`src/hw/rtl/rdpei_pkg.sv`:
```
// ----------------------------------------------------------------------------
// rdpei_pkg
// Shared types, phase codes and option tables of the input PDU parser.
// ----------------------------------------------------------------------------
`timescale 1ns / 1ps
`default_nettype none
package rdpei_pkg;

  // result kinds
  localparam logic [2:0] KIND_CONTACT = 3'd0;
  localparam logic [2:0] KIND_READY   = 3'd1;
  localparam logic [2:0] KIND_DISMISS = 3'd2;
  localparam logic [2:0] KIND_OK      = 3'd3;
  localparam logic [2:0] KIND_ERROR   = 3'd4;

  // configuration register indexes
  localparam logic [2:0] CFG_READY_CODE   = 3'd0;
  localparam logic [2:0] CFG_TOUCH_CODE   = 3'd1;
  localparam logic [2:0] CFG_DISMISS_CODE = 3'd2;
  localparam logic [2:0] CFG_PEN_CODE     = 3'd3;
  localparam logic [2:0] CFG_UP_VALUE     = 3'd4;

  // parser phases, optional fields run from PH_OPT0 to PH_OPT0 + 5
  localparam logic [4:0] PH_HDR     = 5'd0;
  localparam logic [4:0] PH_DRAIN   = 5'd1;
  localparam logic [4:0] PH_IDLE    = 5'd2;
  localparam logic [4:0] PH_READY   = 5'd3;
  localparam logic [4:0] PH_DISMISS = 5'd4;
  localparam logic [4:0] PH_ENC     = 5'd5;
  localparam logic [4:0] PH_FCOUNT  = 5'd6;
  localparam logic [4:0] PH_CCOUNT  = 5'd7;
  localparam logic [4:0] PH_FOFF    = 5'd8;
  localparam logic [4:0] PH_ID      = 5'd9;
  localparam logic [4:0] PH_MASK    = 5'd10;
  localparam logic [4:0] PH_X       = 5'd11;
  localparam logic [4:0] PH_Y       = 5'd12;
  localparam logic [4:0] PH_FLAGS   = 5'd13;
  localparam logic [4:0] PH_OPT0    = 5'd14;

  // variable-length integer encodings
  localparam logic [2:0] VK_U8  = 3'd0;
  localparam logic [2:0] VK_2BU = 3'd1;
  localparam logic [2:0] VK_2BS = 3'd2;
  localparam logic [2:0] VK_4BU = 3'd3;
  localparam logic [2:0] VK_4BS = 3'd4;
  localparam logic [2:0] VK_8BU = 3'd5;

  localparam int NUM_OPT = 6;

  typedef struct packed {
    logic [15:0] ready_code;
    logic [15:0] touch_code;
    logic [15:0] dismiss_code;
    logic [15:0] pen_code;
    logic [29:0] up_value;
  } cfg_t;

  typedef struct packed {
    logic [2:0]  kind;
    logic [15:0] event_code;
    logic [7:0]  contact_id;
    logic [29:0] pos_x;
    logic [29:0] pos_y;
    logic [29:0] flags;
    logic [29:0] pressure;
    logic        is_pen;
    logic [31:0] ready_flags;
    logic [31:0] ready_version;
    logic [15:0] ready_max;
    logic        last;
  } res_t;

  // mask bit that marks optional field j as present
  function automatic logic [14:0] opt_bit(input logic pen, input logic [2:0] j);
    logic [14:0] r;
    r = '0;
    if (!pen) begin
      case (j)
        3'd4:    r = 15'h0002;
        3'd5:    r = 15'h0004;
        default: r = 15'h0001;
      endcase
    end else begin
      case (j)
        3'd0:    r = 15'h0001;
        3'd1:    r = 15'h0002;
        3'd2:    r = 15'h0004;
        3'd3:    r = 15'h0008;
        3'd4:    r = 15'h0010;
        default: r = 15'h0000;
      endcase
    end
    return r;
  endfunction

  function automatic logic [2:0] opt_kind(input logic pen, input logic [2:0] j);
    logic [2:0] r;
    r = VK_U8;
    if (!pen) begin
      case (j)
        3'd4, 3'd5: r = VK_4BU;
        default:    r = VK_2BS;
      endcase
    end else begin
      case (j)
        3'd0, 3'd1: r = VK_4BU;
        3'd2:       r = VK_2BU;
        3'd3, 3'd4: r = VK_2BS;
        default:    r = VK_U8;
      endcase
    end
    return r;
  endfunction

  // optional field that carries pressure
  function automatic logic opt_press(input logic pen, input logic [2:0] j);
    return pen ? (j == 3'd1) : (j == 3'd5);
  endfunction

  function automatic logic [2:0] kind_of(input logic [4:0] ph, input logic pen);
    logic [2:0] r;
    r = VK_U8;
    case (ph)
      PH_ENC, PH_FLAGS:             r = VK_4BU;
      PH_FCOUNT, PH_CCOUNT, PH_MASK: r = VK_2BU;
      PH_FOFF:                      r = VK_8BU;
      PH_X, PH_Y:                   r = VK_4BS;
      default: begin
        if (ph >= PH_OPT0) r = opt_kind(pen, 3'(ph - PH_OPT0));
      end
    endcase
    return r;
  endfunction

endpackage
`default_nettype wire

```
`src/hw/rtl/rdpei_input_pdu_parser_core.sv`:
```
// ----------------------------------------------------------------------------
// rdpei_input_pdu_parser_core
// Input event PDU parser: header, ready, touch, pen and dismiss-hover bodies.
// ----------------------------------------------------------------------------
// One PDU byte is taken per cycle while in_ready is high. Each byte updates
// the field decoder state and pushes its zero, one or two result items into
// a four-entry output queue; in_ready is high while the queue has room for
// two, so with a consumer that takes a result each cycle the block runs at
// one byte per cycle. A result is registered in the output queue before it
// appears on the output. Configuration registers may be written at any time
// the block is idle; cfg_ready is always high.
`timescale 1ns / 1ps
`default_nettype none
module rdpei_input_pdu_parser_core #(
  parameter int MAX_CONTACTS = 16
) (
  input  wire               clk,
  input  wire               rst_n,
  input  wire               in_valid,
  output logic              in_ready,
  input  wire  [7:0]        in_data_byte,
  input  wire               in_last_byte,
  output logic              out_valid,
  input  wire               out_ready,
  output logic [2:0]        out_result_kind,
  output logic [15:0]       out_event_code,
  output logic [7:0]        out_contact_id,
  output logic signed [29:0] out_pos_x,
  output logic signed [29:0] out_pos_y,
  output logic [29:0]       out_contact_flags,
  output logic [29:0]       out_pressure,
  output logic              out_is_pen,
  output logic [31:0]       out_ready_flags,
  output logic [31:0]       out_ready_version,
  output logic [15:0]       out_ready_max_contacts,
  output logic              out_last,
  input  wire               cfg_valid,
  output logic              cfg_ready,
  input  wire  [2:0]        cfg_index,
  input  wire  [31:0]       cfg_data
);

  rdpei_pkg::cfg_t cfg_r;
  rdpei_pkg::res_t body_res, stat_res, head;
  logic body_vld, stat_vld, room2, step, fifo_vld;

  assign cfg_ready = 1'b1;
  assign in_ready = room2;
  assign step = in_valid && room2;

  // configuration registers
  always_ff @(posedge clk) begin
    if (!rst_n) begin
      cfg_r.ready_code <= 16'd2;
      cfg_r.touch_code <= 16'd3;
      cfg_r.dismiss_code <= 16'd6;
      cfg_r.pen_code <= 16'd8;
      cfg_r.up_value <= 30'd4;
    end else if (cfg_valid) begin
      case (cfg_index)
        rdpei_pkg::CFG_READY_CODE:   cfg_r.ready_code <= cfg_data[15:0];
        rdpei_pkg::CFG_TOUCH_CODE:   cfg_r.touch_code <= cfg_data[15:0];
        rdpei_pkg::CFG_DISMISS_CODE: cfg_r.dismiss_code <= cfg_data[15:0];
        rdpei_pkg::CFG_PEN_CODE:     cfg_r.pen_code <= cfg_data[15:0];
        rdpei_pkg::CFG_UP_VALUE:     cfg_r.up_value <= cfg_data[29:0];
        default: ;
      endcase
    end
  end

  rdpei_parser #(.MAX_CONTACTS(MAX_CONTACTS)) u_parser (
    .clk(clk), .rst_n(rst_n), .step(step),
    .data_byte(in_data_byte), .last_byte(in_last_byte), .cfg(cfg_r),
    .body_vld(body_vld), .body_res(body_res),
    .stat_vld(stat_vld), .stat_res(stat_res)
  );

  rdpei_res_fifo u_fifo (
    .clk(clk), .rst_n(rst_n),
    .push_a(step && body_vld), .data_a(body_res),
    .push_b(step && stat_vld), .data_b(stat_res),
    .room2(room2), .out_vld(fifo_vld), .out_data(head),
    .pop(fifo_vld && out_ready)
  );

  // result ports
  assign out_valid = fifo_vld;
  assign out_result_kind = head.kind;
  assign out_event_code = head.event_code;
  assign out_contact_id = head.contact_id;
  assign out_pos_x = $signed(head.pos_x);
  assign out_pos_y = $signed(head.pos_y);
  assign out_contact_flags = head.flags;
  assign out_pressure = head.pressure;
  assign out_is_pen = head.is_pen;
  assign out_ready_flags = head.ready_flags;
  assign out_ready_version = head.ready_version;
  assign out_ready_max_contacts = head.ready_max;
  assign out_last = head.last;

endmodule
`default_nettype wire

```
`src/hw/rtl/rdpei_parser.sv`:
```
// ----------------------------------------------------------------------------
// rdpei_parser
// Byte-wise header and body decoder; gives up to two result items per byte.
// ----------------------------------------------------------------------------
`timescale 1ns / 1ps
`default_nettype none
module rdpei_parser #(
  parameter int MAX_CONTACTS = 16
) (
  input  wire                  clk,
  input  wire                  rst_n,
  input  wire                  step,
  input  wire  [7:0]           data_byte,
  input  wire                  last_byte,
  input  rdpei_pkg::cfg_t      cfg,
  output logic                 body_vld,
  output rdpei_pkg::res_t      body_res,
  output logic                 stat_vld,
  output rdpei_pkg::res_t      stat_res
);

  localparam int EW = $clog2(MAX_CONTACTS + 1);

  logic [4:0]  phase_r, phase_nxt;
  logic [2:0]  hidx_r, hidx_nxt;
  logic [31:0] len_r, len_nxt;
  logic [31:0] seen_r, seen_nxt;
  logic [15:0] event_r, event_nxt;
  logic [29:0] acc_r, acc_nxt;
  logic [2:0]  vbl_r, vbl_nxt;
  logic        neg_r, neg_nxt;
  logic [14:0] frames_r, frames_nxt;
  logic [14:0] contacts_r, contacts_nxt;
  logic [14:0] mask_r, mask_nxt;
  logic [7:0]  id_r, id_nxt;
  logic [29:0] x_r, x_nxt, y_r, y_nxt, fl_r, fl_nxt, pr_r, pr_nxt;
  logic [31:0] rw0_r, rw0_nxt, rw1_r, rw1_nxt;
  logic [EW-1:0] emit_r, emit_nxt;
  logic        done_r, done_nxt;
  logic        pen_r, pen_nxt;

  logic        do_new, do_opt, do_end, fdone, found;
  logic [2:0]  opt_start, jsel;
  logic [31:0] bidx, wsh;
  logic [29:0] sval;
  logic [2:0]  vk;

  // next state for one accepted byte
  always_comb begin
    phase_nxt = phase_r; hidx_nxt = hidx_r; len_nxt = len_r; seen_nxt = seen_r;
    event_nxt = event_r; acc_nxt = acc_r; vbl_nxt = vbl_r; neg_nxt = neg_r;
    frames_nxt = frames_r; contacts_nxt = contacts_r; mask_nxt = mask_r;
    id_nxt = id_r; x_nxt = x_r; y_nxt = y_r; fl_nxt = fl_r; pr_nxt = pr_r;
    rw0_nxt = rw0_r; rw1_nxt = rw1_r; emit_nxt = emit_r; done_nxt = done_r;
    pen_nxt = pen_r;
    body_vld = 1'b0; body_res = '0; stat_vld = 1'b0; stat_res = '0;
    do_new = 1'b0; do_opt = 1'b0; do_end = 1'b0; fdone = 1'b0;
    opt_start = 3'd0; found = 1'b0; jsel = 3'd0;
    bidx = seen_r - 32'd6;
    wsh = {24'd0, data_byte} << {bidx[1:0], 3'b000};
    sval = '0;
    vk = rdpei_pkg::kind_of(phase_r, pen_r);

    // body byte handling
    if (phase_r != rdpei_pkg::PH_HDR && phase_r != rdpei_pkg::PH_DRAIN &&
        phase_r != rdpei_pkg::PH_IDLE) begin
      if (phase_r == rdpei_pkg::PH_READY) begin
        if (bidx < 32'd8) begin
          if (bidx[2]) rw1_nxt = rw1_r | wsh;
          else rw0_nxt = rw0_r | wsh;
        end else if (bidx == 32'd8) begin
          acc_nxt = {22'd0, data_byte};
        end else begin
          acc_nxt = acc_r | {14'd0, data_byte, 8'd0};
          body_vld = 1'b1;
          body_res.kind = rdpei_pkg::KIND_READY;
          body_res.event_code = event_r;
          body_res.ready_flags = rw0_r;
          body_res.ready_version = rw1_r;
          body_res.ready_max = acc_nxt[15:0];
          done_nxt = 1'b1; phase_nxt = rdpei_pkg::PH_IDLE;
        end
      end else if (phase_r == rdpei_pkg::PH_DISMISS) begin
        id_nxt = data_byte;
        body_vld = 1'b1;
        body_res.kind = rdpei_pkg::KIND_DISMISS;
        body_res.event_code = event_r;
        body_res.contact_id = data_byte;
        body_res.flags = cfg.up_value;
        done_nxt = 1'b1; phase_nxt = rdpei_pkg::PH_IDLE;
      end else begin
        // variable-length integer
        if (vbl_r == 3'd0) begin
          neg_nxt = 1'b0;
          case (vk)
            rdpei_pkg::VK_2BU: begin
              vbl_nxt = {2'd0, data_byte[7]}; acc_nxt = {23'd0, data_byte[6:0]};
            end
            rdpei_pkg::VK_2BS: begin
              vbl_nxt = {2'd0, data_byte[7]}; neg_nxt = data_byte[6];
              acc_nxt = {24'd0, data_byte[5:0]};
            end
            rdpei_pkg::VK_4BU: begin
              vbl_nxt = {1'b0, data_byte[7:6]}; acc_nxt = {24'd0, data_byte[5:0]};
            end
            rdpei_pkg::VK_4BS: begin
              vbl_nxt = {1'b0, data_byte[7:6]}; neg_nxt = data_byte[5];
              acc_nxt = {25'd0, data_byte[4:0]};
            end
            rdpei_pkg::VK_8BU: begin
              vbl_nxt = data_byte[7:5]; acc_nxt = {25'd0, data_byte[4:0]};
            end
            default: begin
              vbl_nxt = 3'd0; acc_nxt = {22'd0, data_byte};
            end
          endcase
        end else begin
          acc_nxt = {acc_r[21:0], data_byte};
          vbl_nxt = vbl_r - 3'd1;
        end
        fdone = (vbl_nxt == 3'd0);
        sval = neg_nxt ? (~acc_nxt + 30'd1) : acc_nxt;

        // completed field
        if (fdone) begin
          case (phase_r)
            rdpei_pkg::PH_ENC: phase_nxt = rdpei_pkg::PH_FCOUNT;
            rdpei_pkg::PH_FCOUNT: begin
              frames_nxt = acc_nxt[14:0];
              if (acc_nxt[14:0] == 15'd0) begin
                done_nxt = 1'b1; phase_nxt = rdpei_pkg::PH_IDLE;
              end else begin
                phase_nxt = rdpei_pkg::PH_CCOUNT;
              end
            end
            rdpei_pkg::PH_CCOUNT: begin
              contacts_nxt = acc_nxt[14:0]; phase_nxt = rdpei_pkg::PH_FOFF;
            end
            rdpei_pkg::PH_FOFF: begin
              if (contacts_r == 15'd0) do_end = 1'b1;
              else phase_nxt = rdpei_pkg::PH_ID;
            end
            rdpei_pkg::PH_ID: begin
              id_nxt = acc_nxt[7:0];
              x_nxt = '0; y_nxt = '0; fl_nxt = '0; pr_nxt = '0;
              phase_nxt = rdpei_pkg::PH_MASK;
            end
            rdpei_pkg::PH_MASK: begin
              mask_nxt = acc_nxt[14:0]; phase_nxt = rdpei_pkg::PH_X;
            end
            rdpei_pkg::PH_X: begin
              x_nxt = sval; phase_nxt = rdpei_pkg::PH_Y;
            end
            rdpei_pkg::PH_Y: begin
              y_nxt = sval; phase_nxt = rdpei_pkg::PH_FLAGS;
            end
            rdpei_pkg::PH_FLAGS: begin
              fl_nxt = acc_nxt; do_opt = 1'b1; opt_start = 3'd0;
            end
            default: begin
              if (phase_r >= rdpei_pkg::PH_OPT0) begin
                if (rdpei_pkg::opt_press(pen_r, 3'(phase_r - rdpei_pkg::PH_OPT0)))
                  pr_nxt = acc_nxt;
                do_opt = 1'b1;
                opt_start = 3'(phase_r - rdpei_pkg::PH_OPT0) + 3'd1;
              end else begin
                done_nxt = 1'b1; phase_nxt = rdpei_pkg::PH_IDLE;
              end
            end
          endcase
        end

        // next present optional field, else the contact is complete
        if (do_opt) begin
          for (int j = rdpei_pkg::NUM_OPT - 1; j >= 0; j--) begin
            if (3'(j) >= opt_start && (mask_r & rdpei_pkg::opt_bit(pen_r, 3'(j))) != 15'd0)
            begin
              found = 1'b1; jsel = 3'(j);
            end
          end
          if (found) begin
            phase_nxt = rdpei_pkg::PH_OPT0 + {2'b00, jsel};
          end else begin
            if (emit_r < EW'(MAX_CONTACTS)) begin
              emit_nxt = emit_r + EW'(1);
              body_vld = 1'b1;
              body_res.kind = rdpei_pkg::KIND_CONTACT;
              body_res.event_code = event_r;
              body_res.contact_id = id_nxt;
              body_res.pos_x = x_nxt;
              body_res.pos_y = y_nxt;
              body_res.flags = fl_nxt;
              body_res.pressure = pr_nxt;
              body_res.is_pen = pen_r;
            end
            contacts_nxt = contacts_r - 15'd1;
            if (contacts_nxt != 15'd0) phase_nxt = rdpei_pkg::PH_ID;
            else do_end = 1'b1;
          end
        end

        // end of frame
        if (do_end) begin
          frames_nxt = frames_r - 15'd1;
          if (frames_nxt != 15'd0) phase_nxt = rdpei_pkg::PH_CCOUNT;
          else begin
            done_nxt = 1'b1; phase_nxt = rdpei_pkg::PH_IDLE;
          end
        end
      end
    end

    // header, drain and status
    stat_res.event_code = event_r;
    stat_res.last = 1'b1;
    if (phase_r == rdpei_pkg::PH_DRAIN) begin
      do_new = last_byte;
    end else if (phase_r == rdpei_pkg::PH_HDR) begin
      case (hidx_r)
        3'd0: event_nxt[7:0] = event_r[7:0] | data_byte;
        3'd1: event_nxt[15:8] = event_r[15:8] | data_byte;
        3'd2: len_nxt[7:0] = len_r[7:0] | data_byte;
        3'd3: len_nxt[15:8] = len_r[15:8] | data_byte;
        3'd4: len_nxt[23:16] = len_r[23:16] | data_byte;
        3'd5: len_nxt[31:24] = len_r[31:24] | data_byte;
        default: ;
      endcase
      hidx_nxt = hidx_r + 3'd1;
      seen_nxt = seen_r + 32'd1;
      stat_res.event_code = event_nxt;
      if (hidx_nxt < 3'd6) begin
        if (last_byte) begin
          stat_vld = 1'b1; stat_res.kind = rdpei_pkg::KIND_ERROR; do_new = 1'b1;
        end
      end else if (len_nxt < 32'd6) begin
        stat_vld = 1'b1; stat_res.kind = rdpei_pkg::KIND_ERROR;
        if (last_byte) do_new = 1'b1;
        else phase_nxt = rdpei_pkg::PH_DRAIN;
      end else begin
        // event dispatch, first match wins
        if (event_nxt == cfg.ready_code) phase_nxt = rdpei_pkg::PH_READY;
        else if (event_nxt == cfg.touch_code) begin
          phase_nxt = rdpei_pkg::PH_ENC; pen_nxt = 1'b0;
        end else if (event_nxt == cfg.dismiss_code) phase_nxt = rdpei_pkg::PH_DISMISS;
        else if (event_nxt == cfg.pen_code) begin
          phase_nxt = rdpei_pkg::PH_ENC; pen_nxt = 1'b1;
        end else begin
          done_nxt = 1'b1; phase_nxt = rdpei_pkg::PH_IDLE;
        end
        if (seen_nxt == len_nxt) begin
          stat_vld = 1'b1;
          stat_res.kind = done_nxt ? rdpei_pkg::KIND_OK : rdpei_pkg::KIND_ERROR;
          if (last_byte) do_new = 1'b1;
          else phase_nxt = rdpei_pkg::PH_DRAIN;
        end else if (last_byte) begin
          stat_vld = 1'b1; stat_res.kind = rdpei_pkg::KIND_ERROR; do_new = 1'b1;
        end
      end
    end else begin
      seen_nxt = seen_r + 32'd1;
      if (seen_nxt == len_r) begin
        stat_vld = 1'b1;
        stat_res.kind = done_nxt ? rdpei_pkg::KIND_OK : rdpei_pkg::KIND_ERROR;
        if (last_byte) do_new = 1'b1;
        else phase_nxt = rdpei_pkg::PH_DRAIN;
      end else if (last_byte) begin
        stat_vld = 1'b1; stat_res.kind = rdpei_pkg::KIND_ERROR; do_new = 1'b1;
      end
    end
  end

  // parser state
  always_ff @(posedge clk) begin
    if (!rst_n || (step && do_new)) begin
      phase_r <= rdpei_pkg::PH_HDR; hidx_r <= '0; len_r <= '0; seen_r <= '0;
      event_r <= '0; acc_r <= '0; vbl_r <= '0; neg_r <= 1'b0;
      frames_r <= '0; contacts_r <= '0; mask_r <= '0;
      id_r <= '0; x_r <= '0; y_r <= '0; fl_r <= '0; pr_r <= '0;
      rw0_r <= '0; rw1_r <= '0; emit_r <= '0; done_r <= 1'b0; pen_r <= 1'b0;
    end else if (step) begin
      phase_r <= phase_nxt; hidx_r <= hidx_nxt; len_r <= len_nxt; seen_r <= seen_nxt;
      event_r <= event_nxt; acc_r <= acc_nxt; vbl_r <= vbl_nxt; neg_r <= neg_nxt;
      frames_r <= frames_nxt; contacts_r <= contacts_nxt; mask_r <= mask_nxt;
      id_r <= id_nxt; x_r <= x_nxt; y_r <= y_nxt; fl_r <= fl_nxt; pr_r <= pr_nxt;
      rw0_r <= rw0_nxt; rw1_r <= rw1_nxt; emit_r <= emit_nxt; done_r <= done_nxt;
      pen_r <= pen_nxt;
    end
  end

endmodule
`default_nettype wire

```
`src/hw/rtl/rdpei_res_fifo.sv`:
```
// ----------------------------------------------------------------------------
// rdpei_res_fifo
// Four-entry result queue taking up to two items per cycle, giving one.
// ----------------------------------------------------------------------------
`timescale 1ns / 1ps
`default_nettype none
module rdpei_res_fifo (
  input  wire              clk,
  input  wire              rst_n,
  input  wire              push_a,
  input  rdpei_pkg::res_t  data_a,
  input  wire              push_b,
  input  rdpei_pkg::res_t  data_b,
  output logic             room2,
  output logic             out_vld,
  output rdpei_pkg::res_t  out_data,
  input  wire              pop
);

  rdpei_pkg::res_t mem_r [4];
  logic [1:0] wp_r, wp_nxt, rp_r, rp_nxt;
  logic [2:0] cnt_r, cnt_nxt;
  logic [1:0] npush;

  always_comb begin
    npush = {1'b0, push_a} + {1'b0, push_b};
    wp_nxt = wp_r + npush;
    rp_nxt = rp_r + {1'b0, pop};
    cnt_nxt = cnt_r + {1'b0, npush} - {2'd0, pop};
  end

  // pointers and fill count
  always_ff @(posedge clk) begin
    if (!rst_n) begin
      wp_r <= '0; rp_r <= '0; cnt_r <= '0;
    end else begin
      wp_r <= wp_nxt; rp_r <= rp_nxt; cnt_r <= cnt_nxt;
    end
  end

  // storage, second item goes after the first
  always_ff @(posedge clk) begin
    if (push_a) mem_r[wp_r] <= data_a;
    if (push_b) mem_r[push_a ? wp_r + 2'd1 : wp_r] <= data_b;
  end

  assign room2 = (cnt_r <= 3'd2);
  assign out_vld = (cnt_r != 3'd0);
  assign out_data = mem_r[rp_r];

endmodule
`default_nettype wire

```
`config.mk`:
```
export PLATFORM = sky130hd
export DESIGN_NAME = rdpei_input_pdu_parser_core
export DESIGN_NICKNAME = d
export VERILOG_FILES = /design/src/hw/rtl/rdpei_pkg.sv /design/src/hw/rtl/rdpei_input_pdu_parser_core.sv /design/src/hw/rtl/rdpei_parser.sv /design/src/hw/rtl/rdpei_res_fifo.sv
export SDC_FILE = /design/constraint.sdc
export NUM_CORES = 2
export LEC_CHECK = 0
export BUFFER_PORTS_ARGS = -buffer_cell sky130_fd_sc_hd__clkbuf_2
export CORE_UTILIZATION = 55
export DETAILED_ROUTE_END_ITERATION = 8
export PLACE_DENSITY = 0.68
export SLEW_MARGIN = 15
export SYNTH_ARGS = -nofsm -noshare
export SYNTH_HDL_FRONTEND = slang
export SYNTH_SLANG_ARGS = --single-unit
```
`constraint.sdc`:
```
create_clock -name clk -period 5.78 [get_ports clk]
set_clock_uncertainty 0.15 [all_clocks]
set_input_delay 0.867 -clock clk [delete_from_list [all_inputs] [get_ports clk]]
set_output_delay 0.867 -clock clk [all_outputs]
set_load 0.02 [all_outputs]
```
==> flow_metrics.py <==
metrics = {
    "yosys": {
        "synth_area_leaders": "dfxtp_1 41%, mux4_2 8.2%, a21oi_1 7.0%",
        "synth.most_common_cell": "dfxtp_1",
        "synth_cells": 7207,
        "synthTopCellsByCount": "1,289 x dfxtp_1, 1,117 x nand2_1, 877 x a21oi_1",
        "ys_ff_latch": 1365,
        "synth_cell_types": 102,
        "async_reset_ff_frac": 0,
        "syn_nets": 7291,
        "yosysTopAreaCell": "dfxtp_1",
        "synth-edff-count": 76,
        "synth_top_cell_area_share": 0.411,
        "ys.flop_type": "dfxtp_1",
        "ys_seq_area_frac": 0.447,
        "avgSynthCellArea_um2": 8.71,
        "yosysWarnings": 0,
        "synth_area_mm2": 0.0628,
    },
    "floorplanning": {
        "start_util": 0.556,
        "dieHeight_um": 340,
        "num_io_pins": 281,
        "core_mm2": 0.113,
        "die_area_mm2": 0.115,
        "chipWidth_um": 340,
        "rows": 123,
    },
    "worst_setup_path": {
        "crit_chain": "ha_1 -> and3_1 -> nand4_1 -> buf_4 -> or3_1 -> xnor2_1 -> a2111oi_0 -> nand4_1 -> nor4_2 -> buf_4 -> nand2_1 -> o211ai_2 -> nand2_1 -> inv_1 -> ha_1 -> inv_1 -> ha_1 -> fa_1 -> xor2_1 -> xnor2_1 -> and2_1",
        "path_delay_family": "simple AND/OR/NAND/NOR gates",
        "cp_max_fo": 9,
        "cp.required_ns": 6.29,
        "crit_path_start_kind": "register",
        "crit_path_top_delay_cell": "dfxtp_1",
        "criticalPathCategory": "reg -> reg",
        "cpPeakStageDelay_ns": 0.48,
        "path_buf_inv": 4,
        "end_kind": "register",
        "cp.arrival_ns": 5.93,
        "path_common_cell": "ha_1",
    },
    "route": {
        "wire_per_inst_um": 23.4,
        "wl_mm": 206,
        "wl_met3_mm": 16.7,
        "drt_first_pass_iters": 7,
        "viasPerCell": 6.33,
        "drc": 0,
        "met2_length_mm": 98.4,
        "postRouteAntennaNets": 0,
        "drtIter0Drc": 6278,
        "wl_met1_mm": 82.9,
        "vias": 55687,
        "dr.max_layer_used": "met5",
    },
    "cells_and_area": {
        "syn_to_final_growth_pct": 12.1,
        "drive_gt1_frac": 0.144,
        "final_util": 0.624,
        "fin_nets": 7268,
    },
    "clocking": {
        "cts_sinks": 1365,
        "insertion_delay_ns": 0.77,
        "cts_tree": "yes",
        "root_buffer": "clkbuf_16",
        "clk_pin_slew_worst_paths_ns": 0.06,
        "htree_levels": 4,
        "cts_buffers": 144,
        "clockBufferDepth": 3,
    },
    "placement": {
        "place_ws_ns": 0.363,
        "io_buffer_count": 277,
        "gp_congestion": 0.969,
        "dp_hpwl_mm": 130,
    },
    "pwr": {
        "p_leak_nw": 24.0,
        "ir_drop_v": 0.000295,
        "p_per_area_mw_per_mm2": 315,
    },
    "sta": {
        "min_period_ns": 5.42,
        "relSlewSlack": 0.171,
        "fin_setup_tns_ns": 0,
        "drv_slew": 0,
        "hold_viol": 0,
        "timing.final.ws_setup_ns": 0.364,
        "rsz0062_at_grt": "false",
        "max_freq_ghz": 0.185,
        "worst_pin_slew_ns": 1.24,
        "setup_viol": 0,
        "min_period_over_period": 0.937,
    },
    "global_route": {
        "grt_pass1_vias": 52375,
        "antenna_found_initial": 3,
        "grt_pass1_wl_mm": 315,
        "grt_start_max_net_pins": 182,
        "overflow": 0,
        "grt_usage": 0.345,
    },
    "status": {
        "status": "complete, no violations",
    },
    "flow_run": {
        "cap_violations": 0,
    },
    "min_path": {
        "hp-class": "in -> reg",
    },
}
==> where the power goes <==
group	internal [mW]	total, mW	switching (mW)
logic	1.13	3.03	1.90
registers	9.59	9.80	0.208
clock network	5.41	9.35	3.94
total	16.1	22.2	6.05
==> state kept, by name, summed over array words and instances, names as in the netlist, 3 cells and up <==
register and count:
u_fifo.cnt_r 3, u_parser.x_r 30, u_parser.frames_r 15, u_parser.phase_r 5, u_parser.fl_r 30, u_parser.y_r 30, u_parser.acc_r 22, u_fifo.mem_r 916
u_parser.rw0_r 32, u_parser.rw1_r 32, u_parser.pr_r 30, cfg_r 94, u_parser.len_r 32, u_parser.contacts_r 15, u_parser.emit_r 5, u_parser.hidx_r 3
u_parser.seen_r 32, u_parser.event_r 16, u_parser.mask_r 5, u_parser.id_r 8, u_parser.vbl_r 3
==> timing repair <==
| action | CTS | global route |
|---|---|---|
| endpoints found under the hold margin | 0 | 0 |
| setup buffers | 0 | 1 |
| resized for setup | 0 | 2 |
| hold buffers | 0 | 0 |
| endpoints found under the setup margin | 0 | 1 |
==> worst min-delay path, stage by stage <==
cell	delay, ns
clkbuf_2	0.08
nand2_1	0.04
a21boi_0	0.06
==> metal layers <==
| layer | vias up | global-route usage |
|---|---|---|
| li1 | 25634 | - |
| met1 | 27059 | 0.462 |
| met2 | 2578 | 0.563 |
| met3 | 414 | 0.0521 |
| met5 | - | 0 |
| met4 | 2 | 0.136 |
==> cell usage in the layout (no fill, tap or decap), drive strengths merged, types with 34 or more instances in the layout <==
cell type  synthesis  routed
xnor2            144     144
mux2i             34      34
a21boi            90      90
xor2              47      47
nor2b             40      40
nor4              60      60
a22oi            301     301
buf              209     229
nand3            348     348
nor3              89      89
mux4             229     229
or3               42      42
ha                34      34
clkbuf           466     493
o21ai            119     119
nor2             803     803
nand2           1117    1117
edfxtp            76      76
a211oi           271     271
nand4             44      44
a21oi            877     877
inv               62      68
dfxtp           1289    1289
a31oi             84      84
==> final timing paths <==
check	from	to	slack, ns	depth (start not counted)
worst max-delay path	u_parser.seen_r[2]$_SDFFE_PP0P_	u_fifo.cnt_r[2]$_SDFF_PN0_	0.36	21
worst min register to register	u_fifo.mem_r[1][69]$_SDFFE_PP0P_	u_fifo.mem_r[1][69]$_SDFFE_PP0P_	0.30	2
worst max register to register	u_parser.seen_r[2]$_SDFFE_PP0P_	u_fifo.cnt_r[2]$_SDFF_PN0_	0.36	21
worst min-delay path	cfg_data[16]	cfg_r[16]$_SDFFE_PN0P_	0.19	3
==> logic make-up (layout without fill, tap and decap cells) <==
kind of cell             Yosys count  count (layout)  share of synthesized area
XOR/XNOR                         196             196                     0.0285
other                              1               2                  0.0000597
AO/OA/AOI/OAI                   1932            1932                      0.193
AND/OR/NAND/NOR                 2669            2669                      0.183
multiplexers                     270             270                     0.0890
buffers and inverters            739             827                     0.0515
adder cells (fa/ha/maj)           35              35                    0.00710
flip-flops                      1365            1365                      0.447
==> stage by stage <==
| stage | cell area, um2 | instances | power, mW | hold slack [ns] |
|---|---|---|---|---|
| 6_report | 70400 | 8796 | 22.2 | 0.187 |
| 5_1_grt | 70400 | 8796 | 22.9 | 0.178 |
| 4_1_cts | 70300 | 8794 | 22.3 | 0.150 |
| 3_5_place_dp | 65600 | 8537 | 13.0 | 0.289 |
| 3_3_place_gp | 65600 | 8537 | 13.0 | 0.276 |
| 2_1_floorplan | 62800 | 7207 | 12.1 | 0.268 |
==> final cells by class <==
class | instances | area [um2]
fillers | 9603 | 42400
flip-flops and latches | 1365 | 28100
clock inverters | 41 | 444
inverters | 64 | 240
clock buffers | 216 | 4320
diodes | 1 | 2.50
multi-input cells | 5103 | 31600
repair buffers | 506 | 3740
well taps | 1500 | 1880
(Power assumes the default switching activity.)
